<file path="config.mk">
export PLATFORM = sky130hd
export DESIGN_NAME = fbpa_ctrl
export DESIGN_NICKNAME = d
export VERILOG_FILES = /design/src/hw/rtl/fixed_block_pool_allocator_assert.svh /design/src/hw/rtl/fbpa_pkg.sv /design/src/hw/rtl/fbpa_ctrl.sv
export SDC_FILE = /design/constraint.sdc
export NUM_CORES = 1
export LEC_CHECK = 0
export BUFFER_PORTS_ARGS = -buffer_cell sky130_fd_sc_hd__buf_2
export CELL_PAD_IN_SITES_DETAIL_PLACEMENT = 1
export CELL_PAD_IN_SITES_GLOBAL_PLACEMENT = 2
export CORE_MARGIN = 3
export CORE_UTILIZATION = 26
export DETAILED_ROUTE_END_ITERATION = 12
export GPL_TIMING_DRIVEN = 0
export PLACE_DENSITY_LB_ADDON = 0.1
export SLEW_MARGIN = 20
export SYNTH_ARGS = -nofsm -noshare
export SYNTH_HDL_FRONTEND = slang
export SYNTH_SLANG_ARGS = --single-unit
</file>
<file path="constraint.sdc">
create_clock -name clk_i -period 2.42 [get_ports clk_i]
set_input_delay 0 -clock clk_i [delete_from_list [all_inputs] [get_ports clk_i]]
set_output_delay 0 -clock clk_i [all_outputs]
set_load 0.02 [all_outputs]
</file>
<file path="src/hw/rtl/fixed_block_pool_allocator_assert.svh">
// ----------------------------------------------------------------------------
// Fixed block pool allocator: assertion macros
// Shorthands for clocked properties on clk_i, disabled while rst_ni is low.
// ----------------------------------------------------------------------------
`ifndef FIXED_BLOCK_POOL_ALLOCATOR_ASSERT_SVH
`define FIXED_BLOCK_POOL_ALLOCATOR_ASSERT_SVH

// Consequent must hold in the same cycle as the antecedent.
`define FBPA_ASSERT_SAME(name, ante, cons, msg) \
  name: assert property (@(posedge clk_i) disable iff (!rst_ni) (ante) |-> (cons)) \
    else $error(msg);

// Consequent must hold in the cycle after the antecedent.
`define FBPA_ASSERT_NEXT(name, ante, cons, msg) \
  name: assert property (@(posedge clk_i) disable iff (!rst_ni) (ante) |=> (cons)) \
    else $error(msg);

`endif

</file>
<file path="src/hw/rtl/fbpa_pkg.sv">
// ----------------------------------------------------------------------------
// Fixed block pool allocator package
// Sizing constants, codes and the structs shared by the allocator modules.
// ----------------------------------------------------------------------------
`default_nettype none

package fbpa_pkg;

  // Pool geometry
  localparam int unsigned HEADER_BYTES = 16;
  localparam int unsigned ALIGN_BYTES  = 16;   // power of two
  localparam int unsigned MAX_SLOTS    = 1024;

  localparam int unsigned SLOT_IDX_W = $clog2(MAX_SLOTS);
  localparam int unsigned HANDED_W   = $clog2(MAX_SLOTS + 1);
  localparam int unsigned STRIDE_W   = 16;
  localparam int unsigned RSTRIDE_W  = STRIDE_W + 1;
  localparam int unsigned SLOT_W     =
    $clog2(HEADER_BYTES + ((65535 + ALIGN_BYTES - 1) / ALIGN_BYTES) * ALIGN_BYTES + 1);
  localparam int unsigned MUL_A_W    = (HANDED_W > 16) ? HANDED_W : 16;
  localparam int unsigned PROD_W     = MUL_A_W + SLOT_W;
  localparam int unsigned DIST_W     = 34;
  localparam int unsigned CMP_W      = (PROD_W > DIST_W - 1) ? PROD_W : DIST_W - 1;
  localparam int unsigned REM_W      = SLOT_IDX_W + SLOT_W;
  localparam int unsigned STEP_W     = $clog2(SLOT_IDX_W + 1);
  localparam int unsigned RAM_W      = SLOT_IDX_W + 1;

  // Configuration port
  localparam int unsigned CFG_IDX_W  = 2;
  localparam int unsigned CFG_DATA_W = 32;
  localparam logic [CFG_IDX_W-1:0] CFG_BASE   = 2'd0;
  localparam logic [CFG_IDX_W-1:0] CFG_REGION = 2'd1;
  localparam logic [CFG_IDX_W-1:0] CFG_STRIDE = 2'd2;

  // Operation codes
  localparam logic [1:0] OP_RESERVE = 2'd0;
  localparam logic [1:0] OP_RELEASE = 2'd1;
  localparam logic [1:0] OP_CLEAR   = 2'd2;

  typedef enum logic [2:0] {
    ST_OK          = 3'd0,
    ST_BAD_REQ     = 3'd1,
    ST_EXHAUSTED   = 3'd2,
    ST_NULL        = 3'd3,
    ST_RANGE       = 3'd4,
    ST_MISALIGNED  = 3'd5,
    ST_DOUBLE_FREE = 3'd6
  } status_e;

  // Multiplier operand selection
  typedef enum logic [1:0] {
    MUL_REQ   = 2'd0,   // item_count * elem_size
    MUL_BUMP  = 2'd1,   // (handed + 1) * slot bytes
    MUL_LIMIT = 2'd2,   // handed * slot bytes
    MUL_SLOT  = 2'd3    // slot * slot bytes
  } mul_sel_e;

  typedef struct packed {
    logic [1:0]  operation;
    logic [15:0] item_count;
    logic [15:0] elem_size;
    logic [31:0] payload_address;
    logic        address_is_null;
  } fbpa_req_t;

  typedef struct packed {
    logic [2:0]  status;
    logic [31:0] granted_address;
  } fbpa_rsp_t;

  // Controller to datapath
  typedef struct packed {
    logic     load;
    logic     mul_en;
    mul_sel_e mul_sel;
    logic     dist_en;
    logic     div_init;
    logic     div_step;
    logic     ram_addr_head;
    logic     pop_take;
    logic     pop_link;
    logic     bump;
    logic     mark_used;
    logic     push;
    logic     clear;
    logic     addr_en;
    logic     set_status;
    status_e  status;
  } fbpa_cmd_t;

  // Datapath to controller
  typedef struct packed {
    logic [1:0] op;
    logic       is_null;
    logic       req_bad;
    logic       list_empty;
    logic       handed_full;
    logic       bump_over;
    logic       range_bad;
    logic       div_last;
    logic       misaligned;
    logic       double_free;
  } fbpa_sts_t;

endpackage

`default_nettype wire

</file>
<file path="src/hw/rtl/fbpa_ctrl.sv">
// ----------------------------------------------------------------------------
// Fixed block pool allocator controller
// Sequences reserve, release and clear transactions over the datapath.
// ----------------------------------------------------------------------------
`default_nettype none

module fbpa_ctrl (
  input  wire logic                clk_i,
  input  wire logic                rst_ni,
  input  wire logic                start_i,
  output logic                     busy_o,
  output logic                     done_o,
  input  wire fbpa_pkg::fbpa_sts_t sts_i,
  output fbpa_pkg::fbpa_cmd_t      cmd_o
);

  import fbpa_pkg::*;

  typedef enum logic [13:0] {
    S_IDLE      = 14'b00000000000001,
    S_DECODE    = 14'b00000000000010,
    S_RSV_SIZE  = 14'b00000000000100,
    S_RSV_CHECK = 14'b00000000001000,
    S_POP       = 14'b00000000010000,
    S_BUMP      = 14'b00000000100000,
    S_ADDR_MUL  = 14'b00000001000000,
    S_ADDR_ADD  = 14'b00000010000000,
    S_REL_RANGE = 14'b00000100000000,
    S_REL_CHECK = 14'b00001000000000,
    S_DIV       = 14'b00010000000000,
    S_REL_ALIGN = 14'b00100000000000,
    S_REL_FREE  = 14'b01000000000000,
    S_DONE      = 14'b10000000000000
  } state_e;

  state_e state_q, state_d;

  // Next state and commands
  always_comb begin
    state_d = state_q;
    cmd_o   = '0;
    case (state_q)
      S_IDLE: begin
        if (start_i) begin
          cmd_o.load = 1'b1;
          state_d    = S_DECODE;
        end
      end
      S_DECODE: begin
        case (sts_i.op)
          OP_RESERVE: state_d = S_RSV_SIZE;
          OP_RELEASE: begin
            if (sts_i.is_null) begin
              cmd_o.set_status = 1'b1;
              cmd_o.status     = ST_NULL;
              state_d          = S_DONE;
            end else begin
              state_d = S_REL_RANGE;
            end
          end
          OP_CLEAR: begin
            cmd_o.clear      = 1'b1;
            cmd_o.set_status = 1'b1;
            cmd_o.status     = ST_OK;
            state_d          = S_DONE;
          end
          default: begin
            cmd_o.set_status = 1'b1;
            cmd_o.status     = ST_BAD_REQ;
            state_d          = S_DONE;
          end
        endcase
      end
      // Request size product
      S_RSV_SIZE: begin
        cmd_o.mul_en  = 1'b1;
        cmd_o.mul_sel = MUL_REQ;
        state_d       = S_RSV_CHECK;
      end
      // Reject a bad request, else pick free list or bump, or report exhaustion
      S_RSV_CHECK: begin
        if (sts_i.req_bad) begin
          cmd_o.set_status = 1'b1;
          cmd_o.status     = ST_BAD_REQ;
          state_d          = S_DONE;
        end else if (!sts_i.list_empty) begin
          cmd_o.pop_take      = 1'b1;
          cmd_o.ram_addr_head = 1'b1;
          state_d             = S_POP;
        end else if (sts_i.handed_full) begin
          cmd_o.set_status = 1'b1;
          cmd_o.status     = ST_EXHAUSTED;
          state_d          = S_DONE;
        end else begin
          cmd_o.mul_en  = 1'b1;
          cmd_o.mul_sel = MUL_BUMP;
          state_d       = S_BUMP;
        end
      end
      S_POP: begin
        cmd_o.pop_link = 1'b1;
        state_d        = S_ADDR_MUL;
      end
      S_BUMP: begin
        if (sts_i.bump_over) begin
          cmd_o.set_status = 1'b1;
          cmd_o.status     = ST_EXHAUSTED;
          state_d          = S_DONE;
        end else begin
          cmd_o.bump = 1'b1;
          state_d    = S_ADDR_MUL;
        end
      end
      S_ADDR_MUL: begin
        cmd_o.mark_used = 1'b1;
        cmd_o.mul_en    = 1'b1;
        cmd_o.mul_sel   = MUL_SLOT;
        state_d         = S_ADDR_ADD;
      end
      S_ADDR_ADD: begin
        cmd_o.addr_en    = 1'b1;
        cmd_o.set_status = 1'b1;
        cmd_o.status     = ST_OK;
        state_d          = S_DONE;
      end
      // Release: offset and bump mark in parallel
      S_REL_RANGE: begin
        cmd_o.dist_en = 1'b1;
        cmd_o.mul_en  = 1'b1;
        cmd_o.mul_sel = MUL_LIMIT;
        state_d       = S_REL_CHECK;
      end
      S_REL_CHECK: begin
        if (sts_i.range_bad) begin
          cmd_o.set_status = 1'b1;
          cmd_o.status     = ST_RANGE;
          state_d          = S_DONE;
        end else begin
          cmd_o.div_init = 1'b1;
          state_d        = S_DIV;
        end
      end
      S_DIV: begin
        cmd_o.div_step = 1'b1;
        if (sts_i.div_last) begin
          state_d = S_REL_ALIGN;
        end
      end
      // Remainder check; RAM read of the slot entry
      S_REL_ALIGN: begin
        if (sts_i.misaligned) begin
          cmd_o.set_status = 1'b1;
          cmd_o.status     = ST_MISALIGNED;
          state_d          = S_DONE;
        end else begin
          state_d = S_REL_FREE;
        end
      end
      S_REL_FREE: begin
        cmd_o.set_status = 1'b1;
        if (sts_i.double_free) begin
          cmd_o.status = ST_DOUBLE_FREE;
        end else begin
          cmd_o.push   = 1'b1;
          cmd_o.status = ST_OK;
        end
        state_d = S_DONE;
      end
      S_DONE: state_d = S_IDLE;
      default: state_d = S_IDLE;
    endcase
  end

  always_ff @(posedge clk_i or negedge rst_ni) begin
    if (!rst_ni) begin
      state_q <= S_IDLE;
    end else begin
      state_q <= state_d;
    end
  end

  assign busy_o = (state_q != S_IDLE);
  assign done_o = (state_q == S_DONE);

endmodule

`default_nettype wire

</file>
==> qor_table.md, run 1 <==
| Item | Reported |
| --- | --- |
| Placed Instances | 205 |
| Worst Hold Launch | sts_i[7] |
| Vertical extent of the die | 71.1 um |
| Net count of the mapped netlist | 135 |
| Required arrival time at the worst endpoint | 2420 ps |
| Headroom to the max-slew limit | 0.708 |
| Share of cells above drive strength 1 | 0.335 |
| Pre-antenna DRT Iters | 3 |
| Synth unique cells | 42 |
| Fin Hold WS | 25.7 ps |
| I/O pins | 35 |
| Initial antenna violation count | 0 |
| Net Sw Frac | 0.408 |
| Weighted congestion reported at the end of routability-driven placement | 0.695 |
| RSZ-0062 raised after global routing | no |
| Clock slew at the register clock pins of the worst setup and hold paths | 60 ps |
| Total Nets Final | 188 |
| Cell Pwr Density | 599 nW/um^2 |
| Final Non-Filler Cells | 223 |
| Count of input and output buffers | 34 |
| Status | complete, no violations |
| Vias in the first global route | 1177 |
| Overall power consumption | 0.930 mW |
| First-pass GRT wire length | 5850 um |
| HPWL Detailed | 2620 um |
| Deepest clock path buffer count | 2 |
| Synth Area per Inst | 9.11 um^2 |
| Path class of the lowest-slack min-delay path | in -> reg |
| GRT Overall Usage | 0.146 |
| Critical Path Source | state_q[3]$_DFFE_PN0P_ |
| # clock sinks | 14 |
| Biggest regs | state_q: 14 flops |
| Number of synthesized flops with an enable pin | 0 |
| Die area | 5060 um^2 |
| Cell count after synthesis | 121 |
| Core Rows | 23 |
| Routed vias/inst | 5.14 |
| Final period utilization | 0.967 |
| Area Growth Syn to Fin | 40.9% |
| Worst slew pin tran | 435 ps |
| Final hold viol count | 0 |
| Flip-flop count of the largest register after layout | 14 |
| Cell types occupying the most area after synthesis | dfrtp_1 30%, nor4_4 5.8%, nor4_1 4.0% |
| Max Cap Violations | 0 |
| Antenna diode count | 0 |
| Total of flip-flops plus latches after synthesis | 14 |
| Number of nets with antenna violations after routing | 0 |
| Chip Width | 71.1 um |
| Share of flip-flops with an asynchronous set or reset after synthesis | 1.00 |
| Iteration-0 DRC count of the detailed router | 20 |
| H-tree depth | 1 |
| Final critical-path setup slack | 81.0 ps |
| Area share of the largest cell type after synthesis | 0.295 |
| Fin Clk Skew | 4.46 ps |
| Minimum setup slack among reg-to-reg paths | 310 ps |
| Clock root buffer | clkbuf_8 |
| Sw power | 0.379 mW |
| Wire length reported by the detailed router | 3440 um |
| Mapped Area | 1100 um^2 |
| Top fanout value on the critical path | 8 |
| Clock latency on the worst-skew pair | 250 ps |
| Final critical-path required period | 2340 ps |
| Global route overflow | 0 |
| Crit path arrival time | 2340 ps |
| CTS tree | done |
| Cell internal pwr | 0.550 mW |
| Final Core Density | 0.383 |
| Primary FF master, synth | dfrtp_1 |
| Vias post-DR | 1146 |
| DP Area | 1340 um^2 |
| Sequential-to-total area share from yosys stat | 0.319 |
| Largest register by flop count | state_q |
| Post-route DRC violation count | 0 |
| Clock Power Share | 0.227 |
| Critical path class | reg -> out |
| Leak Pwr | 0.776 nW |
| Leading area contributor after synthesis | dfrtp_1 |
| Number of setup violations in the final report | 0 |
| Core area | 4060 um^2 |
| Average wire length per cell after detail routing | 15.4 um |
| Maximum number of pins on one net before global-route repair | 15 |
| Combinational group share of total power | 0.479 |
| Worst IR drop on VDD | 265 uV |
| Count of warnings emitted by yosys | 0 |
| Highest clock frequency the design can meet | 428 MHz |
| Area of all placed cells without fillers | 1550 um^2 |
| Final setup TNS | 0 ps |
| Startpoint type of the worst setup path | register |
| Pre-CTS WS | 205 ps |
| Initial core utilization | 0.272 |
| Flop pwr share | 0.294 |
| Slew Viols, Final | 0 |
| R2r startpoint | state_q[11]$_DFFE_PN0P_ |
| Endpoint class of the critical path | output pin |
| Cts bufs inserted | 3 |
## per-layer routing
| layer | global-route usage | routed length (um) |
|---|---|---|
| met1 | 0.189 | 1590 |
| met2 | 0.253 | 1710 |
| met3 | 0.0241 | 116 |
| met4 | 0.0313 | 23 |
| met5 | 0 | 0 |
## power by group through the flow
| stage | sequential (mW) | clock [mW] | combinational (mW) |
|---|---|---|---|
| detailed placement | 0.276 | 0 | 0.399 |
| global route | 0.276 | 0.230 | 0.495 |
| CTS | 0.273 | 0.216 | 0.423 |
| floorplan | 0.273 | 0 | 0.290 |
| global placement | 0.276 | 0 | 0.396 |
| finish | 0.273 | 0.211 | 0.446 |
## repair_timing
action                                  in CTS  in global routing
endpoints found under the setup margin       3                  7
setup buffers                                0                  3
pin swaps                                    0                  3
endpoints found under the hold margin       23                  0
hold buffers                                11                  0
resized for setup                            2                  3
## cell usage in the layout (no fill, tap or decap), types with 2 or more instances in the layout
cell / synthesis / layout
nor3_1: 8 / 8
buf_4: 1 / 4
nand3_1: 2 / 2
buf_2: 3 / 37
o41ai_1: 2 / 2
dlygate4sd3_1: 0 / 11
nor4b_1: 3 / 3
o32a_1: 2 / 2
nor4_1: 7 / 6
buf_6: 2 / 2
o21ai_0: 3 / 3
or4_1: 5 / 5
inv_1: 8 / 8
nor4_4: 3 / 5
or2_1: 3 / 3
nand4b_1: 3 / 3
and2_1: 2 / 2
nor2_1: 9 / 9
or3_1: 3 / 3
clkbuf_8: 0 / 3
nand2b_1: 4 / 4
dfrtp_1: 13 / 13
nor2b_1: 2 / 2
xor2_1: 3 / 3
nand4_1: 4 / 4
nand2_1: 6 / 6
## area by class of cell
class                   instances  area (um^2)
inverters                       8         30.0
fillers                       490         2500
flip-flops and latches         14          352
multi-input cells              93          716
plain buffers                   6         45.0
well taps                      50         62.6
repair buffers                 48          303
clock buffers                   4         45.0
## synth_stat cells, drive strengths merged (4+ instances only)
| library cell | n |
|---|---|
| buf | 6 |
| nor4 | 12 |
| nor4b | 5 |
| or2 | 4 |
| inv | 8 |
| dfrtp | 13 |
| nand2 | 6 |
| nor2 | 9 |
| nor3 | 8 |
| nand4 | 4 |
| or4 | 5 |
| nand2b | 4 |
## worst max-delay path, cell delays in order, from the launching register on
cell and delay, ps:
dfrtp_1 480, or4_1 580, buf_6 170, or3_1 380
o22a_1 210, nand4b_1 110, buf_2 170
## logic make-up after synthesis
group,Yosys count,synth area share
AOI/OAI and AO/OA,14,0.0976
xor gates and xnor gates,4,0.0318
buffers and inverters,14,0.0681
DFF,14,0.319
and+or+nand+nor,75,0.484
## final timing paths
path / endpoint / cells past startpoint
worst min register to register: state_q[12]$_DFFE_PN0P_ / 2
worst min-delay path: state_q[5]$_DFFE_PN0P_ / 2
max in group asynchronous: state_q[0]$_DFFE_PN1P_ / 2
worst max-delay path: cmd_o[3] / 6
min in group asynchronous: state_q[9]$_DFFE_PN0P_ / 2
worst max register to register: state_q[4]$_DFFE_PN0P_ / 6
Note: power is estimated with default switching activity, not from simulation.
==> run 2, diff against run 1 <==
--- a/config.mk
+++ b/config.mk
@@ -5,12 +5,12 @@
 export SDC_FILE = /design/constraint.sdc
 export NUM_CORES = 1
 export LEC_CHECK = 0
-export BUFFER_PORTS_ARGS = -buffer_cell sky130_fd_sc_hd__buf_2
 export CELL_PAD_IN_SITES_DETAIL_PLACEMENT = 1
 export CELL_PAD_IN_SITES_GLOBAL_PLACEMENT = 2
 export CORE_MARGIN = 3
 export CORE_UTILIZATION = 26
 export DETAILED_ROUTE_END_ITERATION = 12
+export DONT_BUFFER_PORTS = 1
 export GPL_TIMING_DRIVEN = 0
 export PLACE_DENSITY_LB_ADDON = 0.1
 export SLEW_MARGIN = 20
==> constraint.sdc (replaced) <==
create_clock -name clk_i -period 2.42 [get_ports clk_i]
set_input_delay 0 -clock clk_i [delete_from_list [all_inputs] [get_ports clk_i]]
set_output_delay 0 -clock clk_i [all_outputs]
set_load 0.005 [all_outputs]
==> run 2 against run 1 <==
Against the previous run:
- fmax increased by 5.1%
- cell count is 15% lower
- clock power is 2% higher
- critical path depth shrank 2
- utilization down 4.6 points
- sequential share of layout area increased by 3.1 points
- sequential cell count unchanged
- count of clock-buffer cells in the layout is the same
- final area fell by 12%
- via count down 10%
- register-to-register slack barely moved
- die area stayed put
==> qor_table.md, run 2 (synthesized netlist as in run 1, its figures left out) <==
| Item | Reported | vs previous |
| --- | --- | --- |
| Share of cells above drive strength 1 | 0.144 | was 0.335 |
| Sequential cell area | 352 um^2 | unchanged |
| Final hold viol count | 0 | unchanged |
| Pre-antenna DRT Iters | 4 | was 3 |
| Required arrival time at the worst endpoint | 2420 ps | about the same |
| Top delay family on crit path | simple AND/OR/NAND/NOR gates | unchanged |
| Initial antenna violation count | 0 | unchanged |
| Hold Path Sink | cmd_o[6] | was state_q[5]$_DFFE_PN0P_ |
| Largest register by flop count | state_q | unchanged |
| DRT met1 WL | 1590 um | about the same |
| Clock latency on the worst-skew pair | 260 ps | was 250 ps |
| Final critical-path required period | 2220 ps | was 2340 ps |
| Path class of the lowest-slack min-delay path | in -> out | was in -> reg |
| Die area | 5060 um^2 | unchanged |
| Cts bufs inserted | 3 | unchanged |
| Number of cells on the critical path | 4 | was 6 |
| Minimum setup slack among reg-to-reg paths | 320 ps | was 310 ps |
| Max Used Layer | met4 | unchanged |
| Global route overflow | 0 | unchanged |
| H-tree depth | 1 | unchanged |
| Bufs and invs on worst path | 0 | was 2 |
| Cell Pwr Density | 616 nW/um^2 | was 599 nW/um^2 |
| Vias post-DR | 1031 | was 1146 |
| Combined area of the multi-input logic cells | 693 um^2 | was 716 um^2 |
| Core Rows | 23 | unchanged |
| Number of nets with antenna violations after routing | 0 | unchanged |
| Vias in the first global route | 1074 | was 1177 |
| Iteration-0 DRC count of the detailed router | 17 | was 20 |
| Vertical extent of the die | 71.1 um | unchanged |
| Slew Viols, Final | 0 | unchanged |
| Count of filler cells inserted in the layout | 480 | was 490 |
| Wire length reported by the detailed router | 3280 um | was 3440 um |
| R2R cell count | 4 | was 6 |
| Endpoint class of the critical path | output pin | unchanged |
| Final setup TNS | 0 ps | unchanged |
| Met3 wirelength from detailed routing | 143 um | was 116 um |
| Total Nets Final | 154 | was 188 |
| CP Cell Sequence | nor4_4 -> nand4_1 -> nor4b_2 -> or2_1 | was or4_1 -> buf_6 -> or3_1 -> o22a_1 -> nand4b_1 -> buf_2 |
| Antenna diode count | 0 | unchanged |
| Post-route DRC violation count | 0 | unchanged |
| Routed vias/inst | 5.46 | was 5.14 |
| Final critical-path setup slack | 195 ps | was 81.0 ps |
| Startpoint type of the worst setup path | register | unchanged |
| Commonest non-fill, non-tap cells in the layout | 14 x dlygate4sd3_1, 13 x dfrtp_1, 9 x nor2_1 | was 37 x buf_2, 13 x dfrtp_1, 11 x dlygate4sd3_1 |
| Critical path class | reg -> out | unchanged |
| Crit path arrival time | 2220 ps | was 2340 ps |
| Clock root buffer | clkbuf_8 | unchanged |
| Depth of the worst hold-timing path | 1 | was 2 |
| Area Growth Syn to Fin | 24.1% | was 40.9% |
| Count of input and output buffers | 0 | was 34 |
| I/O pins | 35 | unchanged |
| HPWL Detailed | 2520 um | was 2620 um |
| Status | complete, no violations | unchanged |
| CTS tree | done | unchanged |
| Fin Clk Skew | 4.91 ps | was 4.46 ps |
| Worst Hold Launch | sts_i[0] | was sts_i[7] |
| Max Cap Violations | 0 | unchanged |
| Weighted congestion reported at the end of routability-driven placement | 0.684 | was 0.695 |
| Post-CTS Setup Bufs | 0 | unchanged |
| First-pass GRT wire length | 5440 um | was 5850 um |
| Routed wl met2 | 1480 um | was 1710 um |
| Headroom to the max-slew limit | 0.520 | was 0.708 |
| Chip Width | 71.1 um | unchanged |
| CP peak stage delay | 510 ps | was 580 ps |
| Overall power consumption | 0.843 mW | was 0.930 mW |
| Final Core Density | 0.337 | was 0.383 |
| R2r endpoint | state_q[8]$_DFFE_PN0P_ | was state_q[4]$_DFFE_PN0P_ |
| Top fanout value on the critical path | 8 | unchanged |
| GRT Overall Usage | 0.138 | was 0.146 |
| Maximum number of pins on one net before global-route repair | 15 | unchanged |
| Final period utilization | 0.919 | was 0.967 |
| R2r startpoint | state_q[5]$_DFFE_PN0P_ | was state_q[11]$_DFFE_PN0P_ |
| Flip-flop count of the largest register after layout | 14 | unchanged |
| Deepest clock path buffer count | 2 | unchanged |
| Clock slew at the register clock pins of the worst setup and hold paths | 70 ps | was 60 ps |
| Leak Pwr | 0.605 nW | was 0.776 nW |
| CP max-delay cell | nor4b_2 | was or4_1 |
| Highest clock frequency the design can meet | 450 MHz | was 428 MHz |
| Number of setup violations in the final report | 0 | unchanged |
| Average wire length per cell after detail routing | 17.3 um | was 15.4 um |
| # clock sinks | 14 | unchanged |
| Biggest regs | state_q: 14 flops | unchanged |
| Most frequent standard cell in the layout excluding fill and tap cells | dlygate4sd3_1 | was buf_2 |
| Worst slew pin tran | 718 ps | was 435 ps |
| Initial core utilization | 0.272 | unchanged |
| Worst IR drop on VDD | 241 uV | was 265 uV |
| RSZ-0062 raised after global routing | no | unchanged |
| Pre-CTS WS | 319 ps | was 205 ps |
| Core area | 4060 um^2 | unchanged |
[run 2: worst register-to-register path: cells and delay by family, from the launching register on]
kind	cells	cell delay (ps)
AND/OR/NAND/NOR	3	960
flip-flops	1	480
buffers and inverters	1	580
[run 2: worst max path at each step]
stage	startpoint	end	slack, ps
2_1_floorplan	state_q[3]$_DFFE_PN0P_	state_q[13]$_DFFE_PN0P_	630
3_3_place_gp	state_q[5]$_DFFE_PN0P_	cmd_o[17]	370
3_5_place_dp	state_q[5]$_DFFE_PN0P_	cmd_o[17]	320
4_1_cts	state_q[5]$_DFFE_PN0P_	cmd_o[17]	60
5_1_grt	state_q[5]$_DFFE_PN0P_	cmd_o[17]	50
6_report	state_q[5]$_DFFE_PN0P_	cmd_o[17]	200
[run 2: power breakdown]
| group | switching, mW | total, mW | internal (mW) |
|---|---|---|---|
| Sequential | 0.0136 | 0.273 | 0.260 |
| Clock | 0.0984 | 0.216 | 0.117 |
| Combinational | 0.221 | 0.354 | 0.133 |
| Total | 0.333 | 0.843 | 0.509 |
[run 2: area by class of cell]
type | instances | share of cell area
Tap cell | 50 | 0.0457
Clock buffer | 4 | 0.0329
Sequential cell | 14 | 0.257
Timing Repair Buffer | 14 | 0.102
Inverter | 8 | 0.0220
Multi-Input combinational cell | 93 | 0.507
Buffer | 6 | 0.0329
[run 2: what timing repair did]
item                       in CTS  in global routing
hold buffers                   14                  0
setup endpoints to repair       0                  4
gates resized for setup         0                  2
hold endpoints to repair       24                  0
[run 2: routing by layer]
metal  vias to the layer above  GRT usage
met1                       496      0.203
met3                         5     0.0213
met5                         -          0
met2                        27      0.199
met4                         0     0.0564
li1                        503          -
[run 2: through the flow]
step	hold WS [ps]	cell area [um^2]	cells
2_1_floorplan	-296	1100	121
3_3_place_gp	-295	1160	171
3_5_place_dp	-295	1160	171
4_1_cts	33.8	1350	189
5_1_grt	33.1	1370	189
6_report	32.4	1370	189
==> run 3, diff against run 2 <==
--- a/config.mk
+++ b/config.mk
@@ -8,7 +8,7 @@
 export CELL_PAD_IN_SITES_DETAIL_PLACEMENT = 1
 export CELL_PAD_IN_SITES_GLOBAL_PLACEMENT = 2
 export CORE_MARGIN = 3
-export CORE_UTILIZATION = 26
+export CORE_UTILIZATION = 36
 export DETAILED_ROUTE_END_ITERATION = 12
 export DONT_BUFFER_PORTS = 1
 export GPL_TIMING_DRIVEN = 0
==> run 3 against run 2 <==
Against the previous run:
- global-route usage rose by 4.4 points
- first-iteration DRC count rose by 41%
- register-to-register slack got worse by 40 ps
- clock skew barely moved
- die area fell by 26%
- wire length fell by 6.3%
- fmax rose by 0.55%
- largest cell class unchanged
==> qor_table.md, run 3 (synthesized netlist as in run 1, its figures left out) <==
| Item | Reported | vs previous |
| --- | --- | --- |
| Cell Pwr Density | 588 nW/um^2 | was 616 nW/um^2 |
| Worst slew pin tran | 659 ps | was 718 ps |
| Chip Width | 61.3 um | was 71.1 um |
| Routed vias/inst | 6.14 | was 5.46 |
| Vias post-DR | 1038 | was 1031 |
| Highest clock frequency the design can meet | 452 MHz | was 450 MHz |
| Pre-antenna DRT Iters | 4 | unchanged |
| DP Area | 1140 um^2 | was 1160 um^2 |
| Commonest non-fill, non-tap cells in the layout | 13 x dlygate4sd3_1, 13 x dfrtp_1, 9 x nor2_1 | was 14 x dlygate4sd3_1, 13 x dfrtp_1, 9 x nor2_1 |
| Core Rows | 19 | was 23 |
| CP peak stage delay | 470 ps | was 510 ps |
| Final period utilization | 0.914 | was 0.919 |
| Startpoint type of the worst setup path | register | unchanged |
| GRT Overall Usage | 0.181 | was 0.138 |
| Top delay family on crit path | simple AND/OR/NAND/NOR gates | unchanged |
| Area of all placed cells without fillers | 1320 um^2 | was 1370 um^2 |
| Bufs and invs on worst path | 1 | was 0 |
| I/O pins | 35 | unchanged |
| HPWL Detailed | 2290 um | was 2520 um |
| Final setup TNS | 0 ps | unchanged |
| Count of input and output buffers | 0 | unchanged |
| Required arrival time at the worst endpoint | 2420 ps | about the same |
| Headroom to the max-slew limit | 0.559 | was 0.520 |
| Crit path arrival time | 2210 ps | was 2220 ps |
| # clock sinks | 14 | unchanged |
| Path class of the lowest-slack min-delay path | in -> out | unchanged |
| Worst IR drop on VDD | 174 uV | was 241 uV |
| Total Nets Final | 153 | was 154 |
| Iteration-0 DRC count of the detailed router | 24 | was 17 |
| Biggest regs | state_q: 14 flops | unchanged |
| Share of cells above drive strength 1 | 0.145 | was 0.144 |
| Critical path class | reg -> out | unchanged |
| Leak Pwr | 0.591 nW | was 0.605 nW |
| Clock root buffer | clkbuf_4 | was clkbuf_8 |
| Final hold viol count | 0 | unchanged |
| Status | complete, no violations | unchanged |
| Die area | 3760 um^2 | was 5060 um^2 |
| Area Growth Syn to Fin | 19.3% | was 24.1% |
| Cts bufs inserted | 3 | unchanged |
| First-pass GRT wire length | 4930 um | was 5440 um |
| Global route overflow | 0 | unchanged |
| Max Cap Violations | 0 | unchanged |
| CP max-delay cell | nor4b_2 | unchanged |
| CTS tree | done | unchanged |
| Clock latency on the worst-skew pair | 290 ps | was 260 ps |
| Number of setup violations in the final report | 0 | unchanged |
| Core area | 2830 um^2 | was 4060 um^2 |
| Top fanout value on the critical path | 9 | was 8 |
| Fin Clk Skew | 5.17 ps | was 4.91 ps |
| Average wire length per cell after detail routing | 18.2 um | was 17.3 um |
| Endpoint class of the critical path | output pin | unchanged |
| Overall power consumption | 0.773 mW | was 0.843 mW |
| CP Cell Sequence | buf_6 -> nor4_4 -> nand4_1 -> nor4b_2 -> or2_1 | was nor4_4 -> nand4_1 -> nor4b_2 -> or2_1 |
| Initial antenna violation count | 0 | unchanged |
| Vias in the first global route | 1040 | was 1074 |
| Final critical-path required period | 2210 ps | was 2220 ps |
| Weighted congestion reported at the end of routability-driven placement | 0.770 | was 0.684 |
| Wire length reported by the detailed router | 3070 um | was 3280 um |
| Slew Viols, Final | 0 | unchanged |
| Deepest clock path buffer count | 2 | unchanged |
| RSZ-0062 raised after global routing | no | unchanged |
| Count of filler cells inserted in the layout | 349 | was 480 |
| Antenna diode count | 0 | unchanged |
| Flip-flop count of the largest register after layout | 14 | unchanged |
| Largest register by flop count | state_q | unchanged |
| Clock slew at the register clock pins of the worst setup and hold paths | 90 ps | was 70 ps |
| Post-route DRC violation count | 0 | unchanged |
| Vertical extent of the die | 61.3 um | was 71.1 um |
| Number of nets with antenna violations after routing | 0 | unchanged |
| Maximum number of pins on one net before global-route repair | 15 | unchanged |
| H-tree depth | 1 | unchanged |
| Initial core utilization | 0.390 | was 0.272 |
[run 3: cell types whose count changed in the layout (fill, tap and decap cells not counted)]
cell           change
dlygate4sd3_1      -1
clkbuf_8           -3
clkbuf_4           +3
[run 3: worst paths after layout]
kind                                           endpoint                    from  slack [ps]  cells after the start
max in group asynchronous        state_q[6]$_DFFE_PN0P_                  rst_ni        1820                      1
min in group asynchronous        state_q[7]$_DFFE_PN0P_                  rst_ni         170                      1
worst max register to register   state_q[4]$_DFFE_PN0P_  state_q[9]$_DFFE_PN0P_         280                      5
worst max-delay path                          cmd_o[17]  state_q[9]$_DFFE_PN0P_         210                      5
worst min register to register  state_q[12]$_DFFE_PN0P_  state_q[9]$_DFFE_PN0P_         580                      2
worst min-delay path                           cmd_o[6]                sts_i[0]          30                      1
[run 3: layout make-up]
cell class | count | area [um^2] | area share
Inverter | 8 | 30.0 | 0.0228
Sequential cell | 14 | 352 | 0.267
Buffer | 6 | 45.0 | 0.0343
Tap cell | 31 | 38.8 | 0.0295
Timing Repair Buffer | 13 | 130 | 0.0990
Clock buffer | 4 | 26.3 | 0.0200
Multi-Input combinational cell | 93 | 693 | 0.527
[run 3: timing repair]
item | in CTS | in global routing
endpoints found under the setup margin | 0 | 3
hold buffers | 13 | 0
hold endpoints to repair | 24 | 0
resized for setup | 0 | 2
setup buffers | 0 | 0
[run 3: routing by layer]
layer	global-route usage	part of all wire	routed length [um]	vias up
met5	0	0	0	-
met4	0.0818	0.013	40	0
met3	0.0314	0.054	165	2
met2	0.285	0.47	1450	33
met1	0.243	0.46	1420	504
li1	-	-	-	499
[run 3: where the power goes]
group | switching [mW] | total, mW | internal [mW]
logic | 0.222 | 0.353 | 0.131
registers | 0.0130 | 0.272 | 0.259
clock network | 0.0831 | 0.147 | 0.0640
[run 3: through the flow]
step                hold slack, ps   util  std cells  setup slack [ps]
floorplan                     -296      -        121               632
global placement              -295  0.403        152               422
detailed placement            -295  0.403        152               396
CTS                           32.8  0.459        169              84.0
global route                  42.8  0.465        169              39.1
finish                        33.0  0.465        169               208
